`src/hw/rtl/double_ended_queue_with_search_top_macros.svh`:
```
// Assertion helpers shared by the deque top level.
`ifndef DOUBLE_ENDED_QUEUE_WITH_SEARCH_TOP_MACROS_SVH
`define DOUBLE_ENDED_QUEUE_WITH_SEARCH_TOP_MACROS_SVH

// Same-cycle implication, sampled on clk and held off during reset.
`define DEQS_ASSERT_NOW(label, ante, cons) \
  label: assert property (@(posedge clk) disable iff (!rst_n) (ante) |-> (cons)) \
    else $error("deque assertion failed");

// Next-cycle implication, sampled on clk and held off during reset.
`define DEQS_ASSERT_NEXT(label, ante, cons) \
  label: assert property (@(posedge clk) disable iff (!rst_n) (ante) |=> (cons)) \
    else $error("deque assertion failed");

`endif

```
`src/hw/rtl/deqs_pkg.sv`:
```
package deqs_pkg;

  localparam logic [2:0] MODE_PUSH_FRONT = 3'd0;
  localparam logic [2:0] MODE_PUSH_BACK  = 3'd1;
  localparam logic [2:0] MODE_POP_FRONT  = 3'd2;
  localparam logic [2:0] MODE_POP_BACK   = 3'd3;
  localparam logic [2:0] MODE_CONTAINS   = 3'd4;
  localparam logic [2:0] MODE_CLEAR      = 3'd5;

  localparam logic [1:0] ST_OK    = 2'd0;
  localparam logic [1:0] ST_EMPTY = 2'd1;
  localparam logic [1:0] ST_FULL  = 2'd2;

  typedef enum logic [2:0] {
    OP_PUSH_FRONT,
    OP_PUSH_BACK,
    OP_POP_FRONT,
    OP_POP_BACK,
    OP_CONTAINS,
    OP_CLEAR,
    OP_NOP
  } op_t;

  typedef struct packed {
    logic [2:0]         mode;
    logic signed [31:0] value;
  } in_t;

  typedef struct packed {
    logic signed [31:0] data;
    logic [1:0]         status;
    logic               found;
    logic [4:0]         count;
  } out_t;

  typedef struct packed {
    op_t         op;
    logic [31:0] value;
  } cmd_t;

endpackage

```
`src/hw/rtl/deqs_front.sv`:
```
module deqs_front (
  input  logic            clk,
  input  logic            rst_n,
  input  logic            in_valid,
  output logic            in_stall,
  input  deqs_pkg::in_t   in_data,
  output logic            cmd_valid,
  input  logic            cmd_ready,
  output deqs_pkg::cmd_t  cmd_data
);

  logic           valid_r;
  logic           valid_nxt;
  deqs_pkg::cmd_t cmd_r;
  deqs_pkg::cmd_t cmd_nxt;
  logic           accept;

  assign in_stall  = valid_r && !cmd_ready;
  assign accept    = in_valid && !in_stall;
  assign cmd_valid = valid_r;
  assign cmd_data  = cmd_r;

  always_comb begin
    cmd_nxt   = cmd_r;
    valid_nxt = valid_r;
    if (valid_r && cmd_ready) begin
      valid_nxt = 1'b0;
    end
    if (accept) begin
      valid_nxt     = 1'b1;
      cmd_nxt.value = in_data.value;
      unique case (in_data.mode)
        deqs_pkg::MODE_PUSH_FRONT: cmd_nxt.op = deqs_pkg::OP_PUSH_FRONT;
        deqs_pkg::MODE_PUSH_BACK:  cmd_nxt.op = deqs_pkg::OP_PUSH_BACK;
        deqs_pkg::MODE_POP_FRONT:  cmd_nxt.op = deqs_pkg::OP_POP_FRONT;
        deqs_pkg::MODE_POP_BACK:   cmd_nxt.op = deqs_pkg::OP_POP_BACK;
        deqs_pkg::MODE_CONTAINS:   cmd_nxt.op = deqs_pkg::OP_CONTAINS;
        deqs_pkg::MODE_CLEAR:      cmd_nxt.op = deqs_pkg::OP_CLEAR;
        default:                   cmd_nxt.op = deqs_pkg::OP_NOP;
      endcase
    end
  end

  always_ff @(posedge clk) begin
    if (!rst_n) begin
      valid_r <= 1'b0;
    end else begin
      valid_r <= valid_nxt;
    end
    cmd_r <= cmd_nxt;
  end

endmodule

```
`src/hw/rtl/deqs_cmdq.sv`:
```
module deqs_cmdq (
  input  logic            clk,
  input  logic            rst_n,
  input  logic            push_valid,
  output logic            push_ready,
  input  deqs_pkg::cmd_t  push_data,
  output logic            pop_valid,
  input  logic            pop,
  output deqs_pkg::cmd_t  pop_data
);

  deqs_pkg::cmd_t slot_r [2];
  logic           wr_ptr_r;
  logic           rd_ptr_r;
  logic [1:0]     fill_r;
  logic           do_push;
  logic           do_pop;

  assign push_ready = fill_r != 2'd2;
  assign pop_valid  = fill_r != 2'd0;
  assign pop_data   = slot_r[rd_ptr_r];
  assign do_push    = push_valid && push_ready;
  assign do_pop     = pop && pop_valid;

  always_ff @(posedge clk) begin
    if (!rst_n) begin
      wr_ptr_r <= 1'b0;
      rd_ptr_r <= 1'b0;
      fill_r   <= 2'd0;
    end else begin
      if (do_push) begin
        wr_ptr_r <= !wr_ptr_r;
      end
      if (do_pop) begin
        rd_ptr_r <= !rd_ptr_r;
      end
      if (do_push && !do_pop) begin
        fill_r <= fill_r + 2'd1;
      end else if (do_pop && !do_push) begin
        fill_r <= fill_r - 2'd1;
      end
    end
    if (do_push) begin
      slot_r[wr_ptr_r] <= push_data;
    end
  end

endmodule

```
`src/hw/rtl/deqs_back.sv`:
```
module deqs_back #(
  parameter int DEPTH      = 16,
  parameter int DATA_WIDTH = 32
) (
  input  logic            clk,
  input  logic            rst_n,
  input  logic            cmd_valid,
  output logic            cmd_pop,
  input  deqs_pkg::cmd_t  cmd_data,
  output logic            out_valid,
  input  logic            out_stall,
  output deqs_pkg::out_t  out_data
);

  localparam int AW = (DEPTH > 1) ? $clog2(DEPTH) : 1;
  localparam int CW = $clog2(DEPTH + 1);
  localparam logic [CW:0]   DEPTH_S = (CW + 1)'(DEPTH);
  localparam logic [CW-1:0] DEPTH_C = CW'(DEPTH);
  localparam logic [AW-1:0] LAST_IDX = AW'(DEPTH - 1);

  typedef enum logic [1:0] {S_IDLE, S_POP, S_SCAN, S_DONE} state_t;

  state_t                  state_r, state_nxt;
  logic [AW-1:0]           front_r, front_nxt;
  logic [CW-1:0]           count_r, count_nxt;
  logic [DATA_WIDTH-1:0]   word_r, word_nxt;
  logic [CW-1:0]           scan_i_r, scan_i_nxt;
  logic [CW-1:0]           cmp_i_r, cmp_i_nxt;
  logic                    cmp_vld_r, cmp_vld_nxt;
  deqs_pkg::out_t          res_r, res_nxt;
  logic                    out_valid_r, out_valid_nxt;
  deqs_pkg::out_t          out_r, out_nxt;

  logic [DATA_WIDTH-1:0]   store [DEPTH];
  logic [DATA_WIDTH-1:0]   rdata_r;
  logic                    wr_en;
  logic [AW-1:0]           wr_addr;
  logic                    rd_en;
  logic [AW-1:0]           rd_addr;

  logic [DATA_WIDTH-1:0]   word_in;
  logic signed [63:0]      rdata_ext;
  logic                    full;
  logic                    empty;

  // Sum of an index and an offset, both below twice the depth, folded back.
  function automatic logic [AW-1:0] wrap_idx(input logic [CW:0] s);
    return (s >= DEPTH_S) ? AW'(s - DEPTH_S) : AW'(s);
  endfunction

  assign word_in   = DATA_WIDTH'({32'd0, cmd_data.value});
  assign rdata_ext = 64'($signed(rdata_r));
  assign full      = count_r == DEPTH_C;
  assign empty     = count_r == '0;
  assign out_valid = out_valid_r;
  assign out_data  = out_r;

  always_comb begin
    state_nxt     = state_r;
    front_nxt     = front_r;
    count_nxt     = count_r;
    word_nxt      = word_r;
    scan_i_nxt    = scan_i_r;
    cmp_i_nxt     = cmp_i_r;
    cmp_vld_nxt   = 1'b0;
    res_nxt       = res_r;
    out_valid_nxt = out_valid_r && out_stall;
    out_nxt       = out_r;
    cmd_pop       = 1'b0;
    wr_en         = 1'b0;
    wr_addr       = front_r;
    rd_en         = 1'b0;
    rd_addr       = front_r;

    unique case (state_r)
      S_IDLE: begin
        if (cmd_valid) begin
          cmd_pop   = 1'b1;
          res_nxt   = '0;
          state_nxt = S_DONE;
          unique case (cmd_data.op)
            deqs_pkg::OP_PUSH_FRONT: begin
              if (full) begin
                res_nxt.status = deqs_pkg::ST_FULL;
              end else begin
                wr_en     = 1'b1;
                wr_addr   = (front_r == '0) ? LAST_IDX : front_r - AW'(1);
                front_nxt = wr_addr;
                count_nxt = count_r + CW'(1);
              end
            end
            deqs_pkg::OP_PUSH_BACK: begin
              if (full) begin
                res_nxt.status = deqs_pkg::ST_FULL;
              end else begin
                wr_en     = 1'b1;
                wr_addr   = wrap_idx((CW + 1)'(front_r) + (CW + 1)'(count_r));
                count_nxt = count_r + CW'(1);
              end
            end
            deqs_pkg::OP_POP_FRONT: begin
              if (empty) begin
                res_nxt.status = deqs_pkg::ST_EMPTY;
              end else begin
                rd_en     = 1'b1;
                rd_addr   = front_r;
                front_nxt = wrap_idx((CW + 1)'(front_r) + (CW + 1)'(1));
                count_nxt = count_r - CW'(1);
                state_nxt = S_POP;
              end
            end
            deqs_pkg::OP_POP_BACK: begin
              if (empty) begin
                res_nxt.status = deqs_pkg::ST_EMPTY;
              end else begin
                rd_en     = 1'b1;
                rd_addr   = wrap_idx((CW + 1)'(front_r) + (CW + 1)'(count_r - CW'(1)));
                count_nxt = count_r - CW'(1);
                state_nxt = S_POP;
              end
            end
            deqs_pkg::OP_CONTAINS: begin
              word_nxt = word_in;
              if (!empty) begin
                scan_i_nxt = '0;
                cmp_i_nxt  = '0;
                state_nxt  = S_SCAN;
              end
            end
            deqs_pkg::OP_CLEAR: begin
              front_nxt = '0;
              count_nxt = '0;
            end
            default: begin
            end
          endcase
        end
      end
      S_POP: begin
        res_nxt.data = rdata_ext[31:0];
        state_nxt    = S_DONE;
      end
      S_SCAN: begin
        // Reads are issued one entry ahead of the compare, which sees the
        // registered read data in the following cycle.
        rd_addr = wrap_idx((CW + 1)'(front_r) + (CW + 1)'(scan_i_r));
        if (scan_i_r < count_r) begin
          rd_en       = 1'b1;
          scan_i_nxt  = scan_i_r + CW'(1);
          cmp_vld_nxt = 1'b1;
        end
        if (cmp_vld_r) begin
          if (rdata_r == word_r) begin
            res_nxt.found = 1'b1;
            state_nxt     = S_DONE;
          end else if (cmp_i_r == count_r - CW'(1)) begin
            state_nxt = S_DONE;
          end else begin
            cmp_i_nxt = cmp_i_r + CW'(1);
          end
        end
      end
      S_DONE: begin
        if (!out_valid_r || !out_stall) begin
          out_valid_nxt = 1'b1;
          out_nxt       = res_r;
          out_nxt.count = 5'(count_r);
          state_nxt     = S_IDLE;
        end
      end
      default: begin
        state_nxt = S_IDLE;
      end
    endcase
  end

  always_ff @(posedge clk) begin
    if (!rst_n) begin
      state_r     <= S_IDLE;
      front_r     <= '0;
      count_r     <= '0;
      cmp_vld_r   <= 1'b0;
      out_valid_r <= 1'b0;
    end else begin
      state_r     <= state_nxt;
      front_r     <= front_nxt;
      count_r     <= count_nxt;
      cmp_vld_r   <= cmp_vld_nxt;
      out_valid_r <= out_valid_nxt;
    end
    word_r   <= word_nxt;
    scan_i_r <= scan_i_nxt;
    cmp_i_r  <= cmp_i_nxt;
    res_r    <= res_nxt;
    out_r    <= out_nxt;
  end

  always_ff @(posedge clk) begin
    if (wr_en) begin
      store[wr_addr] <= word_in;
    end
    if (rd_en) begin
      rdata_r <= store[rd_addr];
    end
  end

endmodule

```
`src/hw/rtl/double_ended_queue_with_search_top.sv`:
```
// Commands pass through the input register, the command queue and the executor. Push, clear,
// unused modes and contains on an empty queue go straight to the result; pops first read the
// store, and contains compares held entries one by one through the single store read port,
// stopping at the first match or the last entry. The executor takes a new command only after
// its result has been handed to the output register, so commands wait in the queue meanwhile.
// Reset clears pointers, count and handshake state; the entry store keeps its contents.
`include "double_ended_queue_with_search_top_macros.svh"

module double_ended_queue_with_search_top #(
  parameter int DEPTH      = 16,
  parameter int DATA_WIDTH = 32
) (
  input  logic            clk,
  input  logic            rst_n,
  input  logic            in_valid,
  output logic            in_stall,
  input  deqs_pkg::in_t   in_data,
  output logic            out_valid,
  input  logic            out_stall,
  output deqs_pkg::out_t  out_data
);

  logic           fq_valid;
  logic           fq_ready;
  deqs_pkg::cmd_t fq_data;
  logic           qb_valid;
  logic           qb_pop;
  deqs_pkg::cmd_t qb_data;
  logic           res_full;
  logic           res_empty;
  logic           res_hit;

  deqs_front u_front (
    .clk       (clk),
    .rst_n     (rst_n),
    .in_valid  (in_valid),
    .in_stall  (in_stall),
    .in_data   (in_data),
    .cmd_valid (fq_valid),
    .cmd_ready (fq_ready),
    .cmd_data  (fq_data)
  );

  deqs_cmdq u_cmdq (
    .clk        (clk),
    .rst_n      (rst_n),
    .push_valid (fq_valid),
    .push_ready (fq_ready),
    .push_data  (fq_data),
    .pop_valid  (qb_valid),
    .pop        (qb_pop),
    .pop_data   (qb_data)
  );

  deqs_back #(
    .DEPTH      (DEPTH),
    .DATA_WIDTH (DATA_WIDTH)
  ) u_back (
    .clk       (clk),
    .rst_n     (rst_n),
    .cmd_valid (qb_valid),
    .cmd_pop   (qb_pop),
    .cmd_data  (qb_data),
    .out_valid (out_valid),
    .out_stall (out_stall),
    .out_data  (out_data)
  );

  assign res_full  = out_valid && out_data.status == deqs_pkg::ST_FULL;
  assign res_empty = out_valid && out_data.status == deqs_pkg::ST_EMPTY;
  assign res_hit   = out_valid && out_data.found;

  // A dropped push can only be reported with the store full.
  `DEQS_ASSERT_NOW(a_full_count, res_full, out_data.count == 5'(DEPTH))
  // A pop from an empty queue leaves it empty and returns zero.
  `DEQS_ASSERT_NOW(a_empty_pop, res_empty, out_data.count == 5'd0 && out_data.data == 32'sd0)
  // A hit needs at least one held entry and a clean status.
  `DEQS_ASSERT_NOW(a_found_ok, res_hit, out_data.status == deqs_pkg::ST_OK && out_data.count != 5'd0)
  // The executor never pops the command queue while it is empty.
  `DEQS_ASSERT_NOW(a_pop_valid, qb_pop, qb_valid)

endmodule
```
`config.mk`:
```
export PLATFORM = sky130hd
export DESIGN_NAME = double_ended_queue_with_search_top
export DESIGN_NICKNAME = d
export VERILOG_FILES = /design/src/hw/rtl/deqs_pkg.sv /design/src/hw/rtl/deqs_front.sv /design/src/hw/rtl/deqs_cmdq.sv /design/src/hw/rtl/deqs_back.sv /design/src/hw/rtl/double_ended_queue_with_search_top.sv
export VERILOG_INCLUDE_DIRS = /design/src /design/src/hw/rtl
export SDC_FILE = /design/constraint.sdc
export NUM_CORES = 1
export LEC_CHECK = 0
export ABC_CLOCK_PERIOD_IN_PS = 12100
export BUFFER_PORTS_ARGS = -buffer_cell sky130_fd_sc_hd__buf_4
export CORE_MARGIN = 1
export CORE_UTILIZATION = 45
export DETAILED_ROUTE_END_ITERATION = 16
export GPL_TIMING_DRIVEN = 0
export SLEW_MARGIN = 5
export SYNTH_ARGS = -nofsm -noshare
export SYNTH_HDL_FRONTEND = slang
export SYNTH_SLANG_ARGS = --single-unit
```
`constraint.sdc`:
```
create_clock -name clk -period 12.1 [get_ports clk]
set_input_delay 1.815 -clock clk [delete_from_list [all_inputs] [get_ports clk]]
set_output_delay 1.815 -clock clk [all_outputs]
set_load 0.03 [all_outputs]
```
# ---- After elaboration in Yosys (flattened, before gate mapping)
# Memories as Yosys holds them, arrays and structs flattened. A register that Yosys moved wholly into a read port is not among the register bits.
# Cells that the tools add are included.
dict set report op_classes {
  n_addsub 16
  order_cmp 5
  eq_ne 30
  n_mux 69
  n_reduce_logical 41
}
# operator n
set op_table {}
lappend op_table {{32-bit one-hot mux with 2 select lines} 1}
lappend op_table {{4-bit two-way mux} 13}
lappend op_table {{5-bit two-way mux} 9}
lappend op_table {{40-bit two-way mux} 1}
lappend op_table {{32-bit == test} 1}
lappend op_table {{1-bit two-way mux} 24}
lappend op_table {{5-bit one-hot mux with 2 select lines} 2}
lappend op_table {{4-bit by 1-bit subtractor with 4-bit output (second input constant)} 5}
lappend op_table {{6-bit by 5-bit greater-or-equal comparator with 1-bit output (second input constant)} 3}
lappend op_table {{2-bit two-way mux} 9}
lappend op_table {{2-bit != test (second input constant)} 9}
lappend op_table {{3-bit one-hot mux with 6 select lines} 1}
lappend op_table {{4-bit one-hot mux with 2 select lines} 2}
lappend op_table {{5-bit by 1-bit adder with 5-bit output (second input constant)} 3}
lappend op_table {{5-bit one-hot mux with 3 select lines} 1}
lappend op_table {{4-bit by 5-bit adder with 6-bit output} 2}
lappend op_table {{3-bit by 2-bit == test with 1-bit output (second input constant)} 4}
lappend op_table {{3-bit == test (second input constant)} 4}
lappend op_table {{4-bit one-hot mux with 3 select lines} 1}
lappend op_table {{4-bit AND reduction} 3}
lappend op_table {{5-bit AND reduction} 2}
lappend op_table {{2-bit nonzero test} 5}
lappend op_table {{1-bit zero test} 8}
lappend op_table {{2-bit by 1-bit != test with 1-bit output (second input constant)} 4}
lappend op_table {{other kinds (28)} 44}
dict set report word_totals {
  register_bits 170
  ram_bits 582
  in_bits 39
  output_inout_bits 42
  wordCells 184
  memories 2
}
# memory depth width read_ports rd_clocked_by_memory_dff write_ports line
set mem_list {}
lappend mem_list {u_back.store 16 32 1 1 1 deqs_back.sv:34} ;# logic [DATA_WIDTH-1:0] store [DEPTH];
lappend mem_list {u_cmdq.slot_r 2 35 1 1 1 deqs_cmdq.sv:12} ;# deqs_pkg::cmd_t slot_r [2];

# ---- Longest topological paths before layout
dict set report depth {
  word_depth 8
  depth_mapped 16
  mapped_depth_nobuf 14
}

# ---- By module
# Synthesis repeated with hierarchy kept, for this count alone.
dict set report unflattened {
  hier_cells 1674
  hier_area_um2 30526.8
}
# mod n_inst cells_per_inst area_each_um2 seq_area_each_um2
set modules_own_cells {}
lappend modules_own_cells {deqs_back 1 1499 26654.3 20109.3}
lappend modules_own_cells {deqs_cmdq 1 133 2758.9 2202.1}
lappend modules_own_cells {deqs_front 1 42 1113.6 1071.0}

# ---- Worst setup path before layout
# Ideal clock, no wire load.
dict set report synth_path {
  path_kind {input to register}
  from {input port out_stall}
  to {register u_back.out_r (netlist bit u_back.out_data[0]), enable pin}
  setup_time_ps 442
  arrival_ps 3774
  t_required_ps 11658
  path_slack_ps 7884
  path_stages 2
  n_path_buf 0
  cell_sequence {and2_1 nor2b_1}
}
dict set report synth_via {
  elab_chain_len 3
}
# item line
set synth_lines {}
lappend synth_lines {{start: declaration} double_ended_queue_with_search_top.sv:19} ;# input logic out_stall,
lappend synth_lines {{1-bit zero test} deqs_back.sv:164} ;# if (!out_valid_r || !out_stall) begin
lappend synth_lines {{1-bit logical OR} deqs_back.sv:164}
lappend synth_lines {{2-bit AND reduction (no line)} -}
lappend synth_lines {{end signal: assignment} deqs_back.sv:195} ;# out_r <= out_nxt;
lappend synth_lines {{end: declaration} deqs_back.sv:32} ;# deqs_pkg::out_t out_r, out_nxt;
# Every way passes these cells.
# A chain may end at the register's enable or synchronous reset.

# ---- Worst setup path after layout
dict set report layout_path {
  from {register u_back.front_r[1]}
  to {register u_back.rdata_r[15], read port of u_back.store, data pin}
}
dict set report layout_via {
  elab_chain_len 7
  word_cells_on_any_way 12
  cone_classes {add/sub (4); order compare (2); mux (6)}
}
# item line
set layout_lines {}
lappend layout_lines {{start: declaration} deqs_back.sv:24} ;# logic [AW-1:0] front_r, front_nxt;
lappend layout_lines {{start signal: assignment} deqs_back.sv:186} ;# front_r <= front_nxt;
lappend layout_lines {{4-bit by 6-bit adder with 6-bit output} deqs_back.sv:117} ;# rd_addr = wrap_idx((CW + 1)'(front_r) + (CW + 1)'(count_r - CW'(1)));
lappend layout_lines {{6-bit by 5-bit greater-or-equal comparator with 1-bit output / 4-bit by 1-bit subtractor with 4-bit output (equally long branches)} deqs_back.sv:48} ;# return (s >= DEPTH_S) ? AW'(s - DEPTH_S) : AW'(s);
lappend layout_lines {{4-bit two-way mux} deqs_back.sv:48}
lappend layout_lines {{4-bit two-way mux} deqs_back.sv:113} ;# if (empty) begin
lappend layout_lines {{4-bit two-way mux} -}
lappend layout_lines {{4-bit two-way mux} deqs_back.sv:77} ;# if (cmd_valid) begin
lappend layout_lines {{4-bit one-hot mux with 2 select lines (*)} deqs_back.sv:75} ;# unique case (state_r)
lappend layout_lines {{end: declaration} deqs_back.sv:35} ;# logic [DATA_WIDTH-1:0] rdata_r;
# Mark *: on every way between the ends. The rest lies on a longest branch, timed or not.

==> flow_results.org <==
** Timing
- Setup repair after global routing left no endpoint under its margin.
- Remaining max-slew budget at the tightest pin :: 0.338
- Setup-failing EPs final :: 0
- Setup slack on the critical path of the routed design comes to ~7 ns.
- Min cycle time layout :: 4.94 ns
- The hold violation count in the final report was 0.
- Slew @ Worst Pin :: 0.983 ns
- Total count of max-transition violations in the final report :: 0
- For this run, the top clock speed supported by timing is 202 MHz.
- For the final database, setup skew stands at 0.0230 ns.
- In the finished design, the share of the clock period the worst path needs comes to 0.409.
- Setup total negative slack on the finished layout was measured at 0 ns.

** Power and ir drop
- Sw frac :: 0.329
- The share of total power dissipated in combinational logic is 0.283.
- The internal portion of the total power is 5550 uW.
- Peak supply drop :: 96.2 uV
- Summed over all nets, the switching power comes to 2720 uW.
- Flop pwr share :: 0.425
- For this design the ratio of total power to cell area is 232 nW/um2.
- Of the total power, the clock network draws 0.291.
- After layout, the design draws a total of 8280 uW.
- Summed over all cells, the static leakage comes to 0.0122 uW.

** Route
- Post-detailed-routing wire length :: 68.9 mm
- Using the TritonRoute via totals, the vias-per-cell ratio works out to 5.46.
- For this run, design rule violations remaining after detail routing come to 0.
- Drt pass-1 iters :: 8
- The routed layout has ~17000 vias.
- Iter 0 DRT Violations :: ~1900
- Count of antenna-violating nets left after detailed routing :: 0
- Dividing the detail-routed wire length by the instance count gives around 22 um.

** Setup path
- End of the worst register-to-register path :: u_back.rdata_r[15]$_DFFE_PP_
- Cell Chain, Critical Path :: inv_1 -> ha_1 -> inv_1 -> ha_1 -> inv_1 -> fa_1 -> xor2_1 -> xnor2_1 -> mux2i_1 -> nor2_1 -> buf_2 -> nand2_1 -> clkbuf_1 -> o211ai_1 -> a222oi_1
- R2R cell count :: 15
- In this run the worst setup path terminates at u_back.rdata_r[15]$_DFFE_PP_.
- Total buffers and inverters traversed by the critical path :: 5
- Among all stages on the critical path, the largest delay is contributed by sky130_fd_sc_hd__a222oi_1.
- Worst Setup End Kind :: flip-flop
- The kind of cell with the highest combined delay along the critical path is buffers and inverters.
- The most critical setup path has its startpoint at u_back.front_r[1]$_SDFFE_PN0P_.
- At the worst endpoint, the required time is 12.44 ns.
- Instance count on the critical path :: 15
- Worst reg2reg startpoint :: u_back.front_r[1]$_SDFFE_PN0P_
- Dominant cell type by count on the critical path :: sky130_fd_sc_hd__inv_1
- The worst setup path is of the flip-flop to flip-flop kind.
- The worst setup path is launched from a flip-flop.
- Data arrives at the worst endpoint at 5.28 ns.
- Maximum fanout along the worst path :: 10
- Register-to-register path setup slack :: 7.16 ns
- Slowest cell delay on critical path :: 0.67 ns

** Finish
- Number of nets at the end of the flow :: 2324
- Compared with the post-synthesis result, the final layout area differs by 15.9%.
- Post-route standard cell area excluding fillers :: 35700 um2
- ANT cells :: 0
- Share of layout cells above drive strength 1 :: 0.150

** Outcome
- The flow ran to the end, and the final reports show no timing, DRC or antenna violations.

** CTS
- For this design, the sink count on the clock tree is 785.
- Post-CTS timing repair inserted 0 buffers for setup.
- Maximum clock path buffer count :: 3
- Clock tree root buffer cell :: sky130_fd_sc_hd__clkbuf_16
- Number of CTS-inserted buffers :: 81
- Clock latency of the later-clocked register in the worst-skew pair :: 0.63 ns
- Once the clock tree was built, the resizer swapped 0 gates to a different size.
- TritonCTS built the clock tree.
- Number of hold buffers added after cts :: 0
- CTS built an H-tree with a depth of 3.
- Clock transition at the register clock pins on the worst setup and hold paths after CTS :: 0.06 ns

** Floorplanning
- Area of the core region :: ~68000 um2
- Starting density of the core :: 0.456
- From left edge to right edge, the die measures 264 um.
- 81 I/O pins were placed.
- Die area :: around 70000 um2
- Row count :: 95
- The floorplan step set the die height to 264 um.

** Placed design
- Summed over all nets, the half-perimeter wirelength after detailed placement is 48.4 mm.
- Input and output buffers added on the ports amount to 80.
- Weighted congestion at the end of routability-driven global placement :: 0.860
- Setup Slack @ Placement :: 7.23 ns
- Area of placed instances :: 33200 um2

** Synth
- Count of flip-flops with a built-in enable after synthesis :: 766
- Async S/R FF share, synth :: 0
- Share of the synthesized area in the top cell type :: 0.746
- Among all flip-flop cells after synthesis, the most frequent one is sky130_fd_sc_hd__edfxtp_1.
- Mapped Avg Cell Area :: 14.9 um2
- The synthesized design contains 785 register bits.
- Post-synthesis net count :: 2136
- In the post-synthesis netlist, the cell with the most instances is sky130_fd_sc_hd__edfxtp_1.
- Sequential area share after synthesis :: 0.759
- After synthesis, the cell types taking the most area are sky130_fd_sc_hd__edfxtp_1 (75%), sky130_fd_sc_hd__nand2_1 (5.2%), sky130_fd_sc_hd__mux2_2 (1.7%).
- Synthesis instantiated 71 different standard cells from the library.
- Most area-hungry cell type in the Yosys netlist :: sky130_fd_sc_hd__edfxtp_1
- Most frequent cells after synthesis :: sky130_fd_sc_hd__edfxtp_1 (766), sky130_fd_sc_hd__nand2_1 (429), sky130_fd_sc_hd__nand3_1 (97)
- In this run the cell area of the synthesized design comes to 30800 um2.
- Gate count after technology mapping :: 2068
- Yosys warning count :: 0

** Global routing
- In the global route stage, met3 resource usage came out at 0.0295.
- Global-route met1 utilization :: 0.299
- Busiest layer in global routing :: met2
- Entering global routing, the biggest net connects 34 pins.
- First-pass GRT wire length :: 105 mm
- The number of global-route vias before repair is 16900.
- Number of antenna violations at the first check in global routing :: 0
- For this run, global-route usage on met2 was measured as 0.308.
- Summed over all layers, the global routing overflow is 0.
- Across every metal layer, demand over resource in global routing totals 0.200.

** Flow run
- Max-cap violations in this run came to 0.

** Worst hold path
- The worst hold path belongs to the class flip-flop to flip-flop.
[cell families after synthesis]
logic type / after synthesis / synth area share
flip-flops: 785 / 0.759
buffers and inverters: 128 / 0.0195
AND/OR/NAND/NOR: 738 / 0.106
multiplexers: 80 / 0.0280
XOR/XNOR: 59 / 0.0168
adder cells (fa/ha/maj): 29 / 0.0125
AO/OA/AOI/OAI: 249 / 0.0581
[area by class of cell]
| cell class | instances | area, um2 |
|---|---|---|
| clock inverter | 50 | 450 |
| sequential | 785 | 23400 |
| fill | 5473 | 31800 |
| inverter | 25 | 93.8 |
| tap | 873 | 1090 |
| multi-input combinational | 1155 | 7010 |
| timing repair buffer | 105 | 1070 |
| buffer | 103 | 507 |
| clock buffer | 93 | 2110 |
[flip-flops by register name, summed over array words and instances (netlist names), named ones only]
name,cells
u_back.out_data,40
u_back.front_r,4
u_back.scan_i_r,5
u_front.cmd_valid,1
u_cmdq.fill_r,2
u_cmdq.slot_r,70
u_back.count_r,5
u_cmdq.wr_ptr_r,1
u_front.cmd_data,35
u_back.word_r,32
u_cmdq.rd_ptr_r,1
u_back.res_r,35
u_back.cmp_vld_r,1
u_back.cmp_i_r,5
u_back.rdata_r,32
u_back.out_valid,1
u_back.state_r,2
u_back.store,512
[power by group through the flow]
stage,Combinational (uW),Sequential (uW),Clock (uW)
after CTS,2340,3520,2460
after global routing,2540,3540,2560
after global placement,2230,3590,0
after floorplan,1400,3590,0
final,2340,3520,2410
after detailed placement,2320,3580,0
[layer usage]
| layer | vias to the layer above | part of all wire |
|---|---|---|
| met5 | - | 0 |
| met2 | 649 | 0.46 |
| li1 | 8158 | - |
| met3 | 87 | 0.075 |
| met4 | 0 | 0.016 |
| met1 | 8503 | 0.45 |
[worst min path at each step]
| stage | depth (start not counted) | start | end | slack (ns) |
|---|---|---|---|---|
| after global placement | 0 | u_back.res_r[25]$_DFFE_PP_ | u_back.out_data[25]$_DFFE_PP_ | 0.40 |
| after CTS | 0 | u_back.res_r[36]$_DFFE_PP_ | u_back.out_data[36]$_DFFE_PP_ | 0.42 |
| final | 0 | u_back.res_r[36]$_DFFE_PP_ | u_back.out_data[36]$_DFFE_PP_ | 0.42 |
| after floorplan | 0 | u_back.res_r[10]$_DFFE_PP_ | u_back.out_data[10]$_DFFE_PP_ | 0.40 |
| after global routing | 0 | u_back.res_r[35]$_DFFE_PP_ | u_back.out_data[35]$_DFFE_PP_ | 0.42 |
| after detailed placement | 0 | u_back.res_r[12]$_DFFE_PP_ | u_back.out_data[12]$_DFFE_PP_ | 0.40 |
[worst reg2reg max path, stage by stage, from the launching register on]
cell	delay, ns
sky130_fd_sc_hd__dfxtp_1	0.59
sky130_fd_sc_hd__inv_1	0.28
sky130_fd_sc_hd__ha_1	0.38
sky130_fd_sc_hd__inv_1	0.07
sky130_fd_sc_hd__ha_1	0.13
sky130_fd_sc_hd__inv_1	0.05
sky130_fd_sc_hd__fa_1	0.43
sky130_fd_sc_hd__xor2_1	0.16
sky130_fd_sc_hd__xnor2_1	0.14
sky130_fd_sc_hd__mux2i_1	0.26
sky130_fd_sc_hd__nor2_1	0.21
sky130_fd_sc_hd__buf_2	0.26
sky130_fd_sc_hd__nand2_1	0.24
sky130_fd_sc_hd__clkbuf_1	0.47
sky130_fd_sc_hd__o211ai_1	0.31
sky130_fd_sc_hd__a222oi_1	0.67
[layout by cell type (no fill, tap or decap), types with 20 or more instances in the layout]
cell type,netlist,final
sky130_fd_sc_hd__o21ai_0,30,29
sky130_fd_sc_hd__a21oi_1,26,26
sky130_fd_sc_hd__nand3_1,97,97
sky130_fd_sc_hd__clkinv_1,2,20
sky130_fd_sc_hd__nor2_1,69,51
sky130_fd_sc_hd__edfxtp_1,766,766
sky130_fd_sc_hd__inv_1,23,23
sky130_fd_sc_hd__and3_1,60,59
sky130_fd_sc_hd__o22ai_1,21,21
sky130_fd_sc_hd__xor2_1,43,43
sky130_fd_sc_hd__clkbuf_16,0,83
sky130_fd_sc_hd__clkbuf_1,54,64
sky130_fd_sc_hd__buf_2,24,24
sky130_fd_sc_hd__buf_4,11,94
sky130_fd_sc_hd__and2_1,35,35
sky130_fd_sc_hd__o211ai_1,36,36
sky130_fd_sc_hd__mux2_2,46,46
sky130_fd_sc_hd__a31oi_1,49,49
sky130_fd_sc_hd__mux2i_1,33,33
sky130_fd_sc_hd__nand2_1,429,429
sky130_fd_sc_hd__ha_1,26,26
[through the flow]
| step | hold WS, ns | instances | util |
|---|---|---|---|
| CTS | 0.419 | 3189 | 0.529 |
| global placement | 0.403 | 3021 | 0.482 |
| floorplan | 0.400 | 2068 | - |
| finish | 0.416 | 3189 | 0.529 |
| detailed placement | 0.405 | 3046 | 0.491 |
| global route | 0.424 | 3189 | 0.529 |
Power figures use the tool's default switching activity.
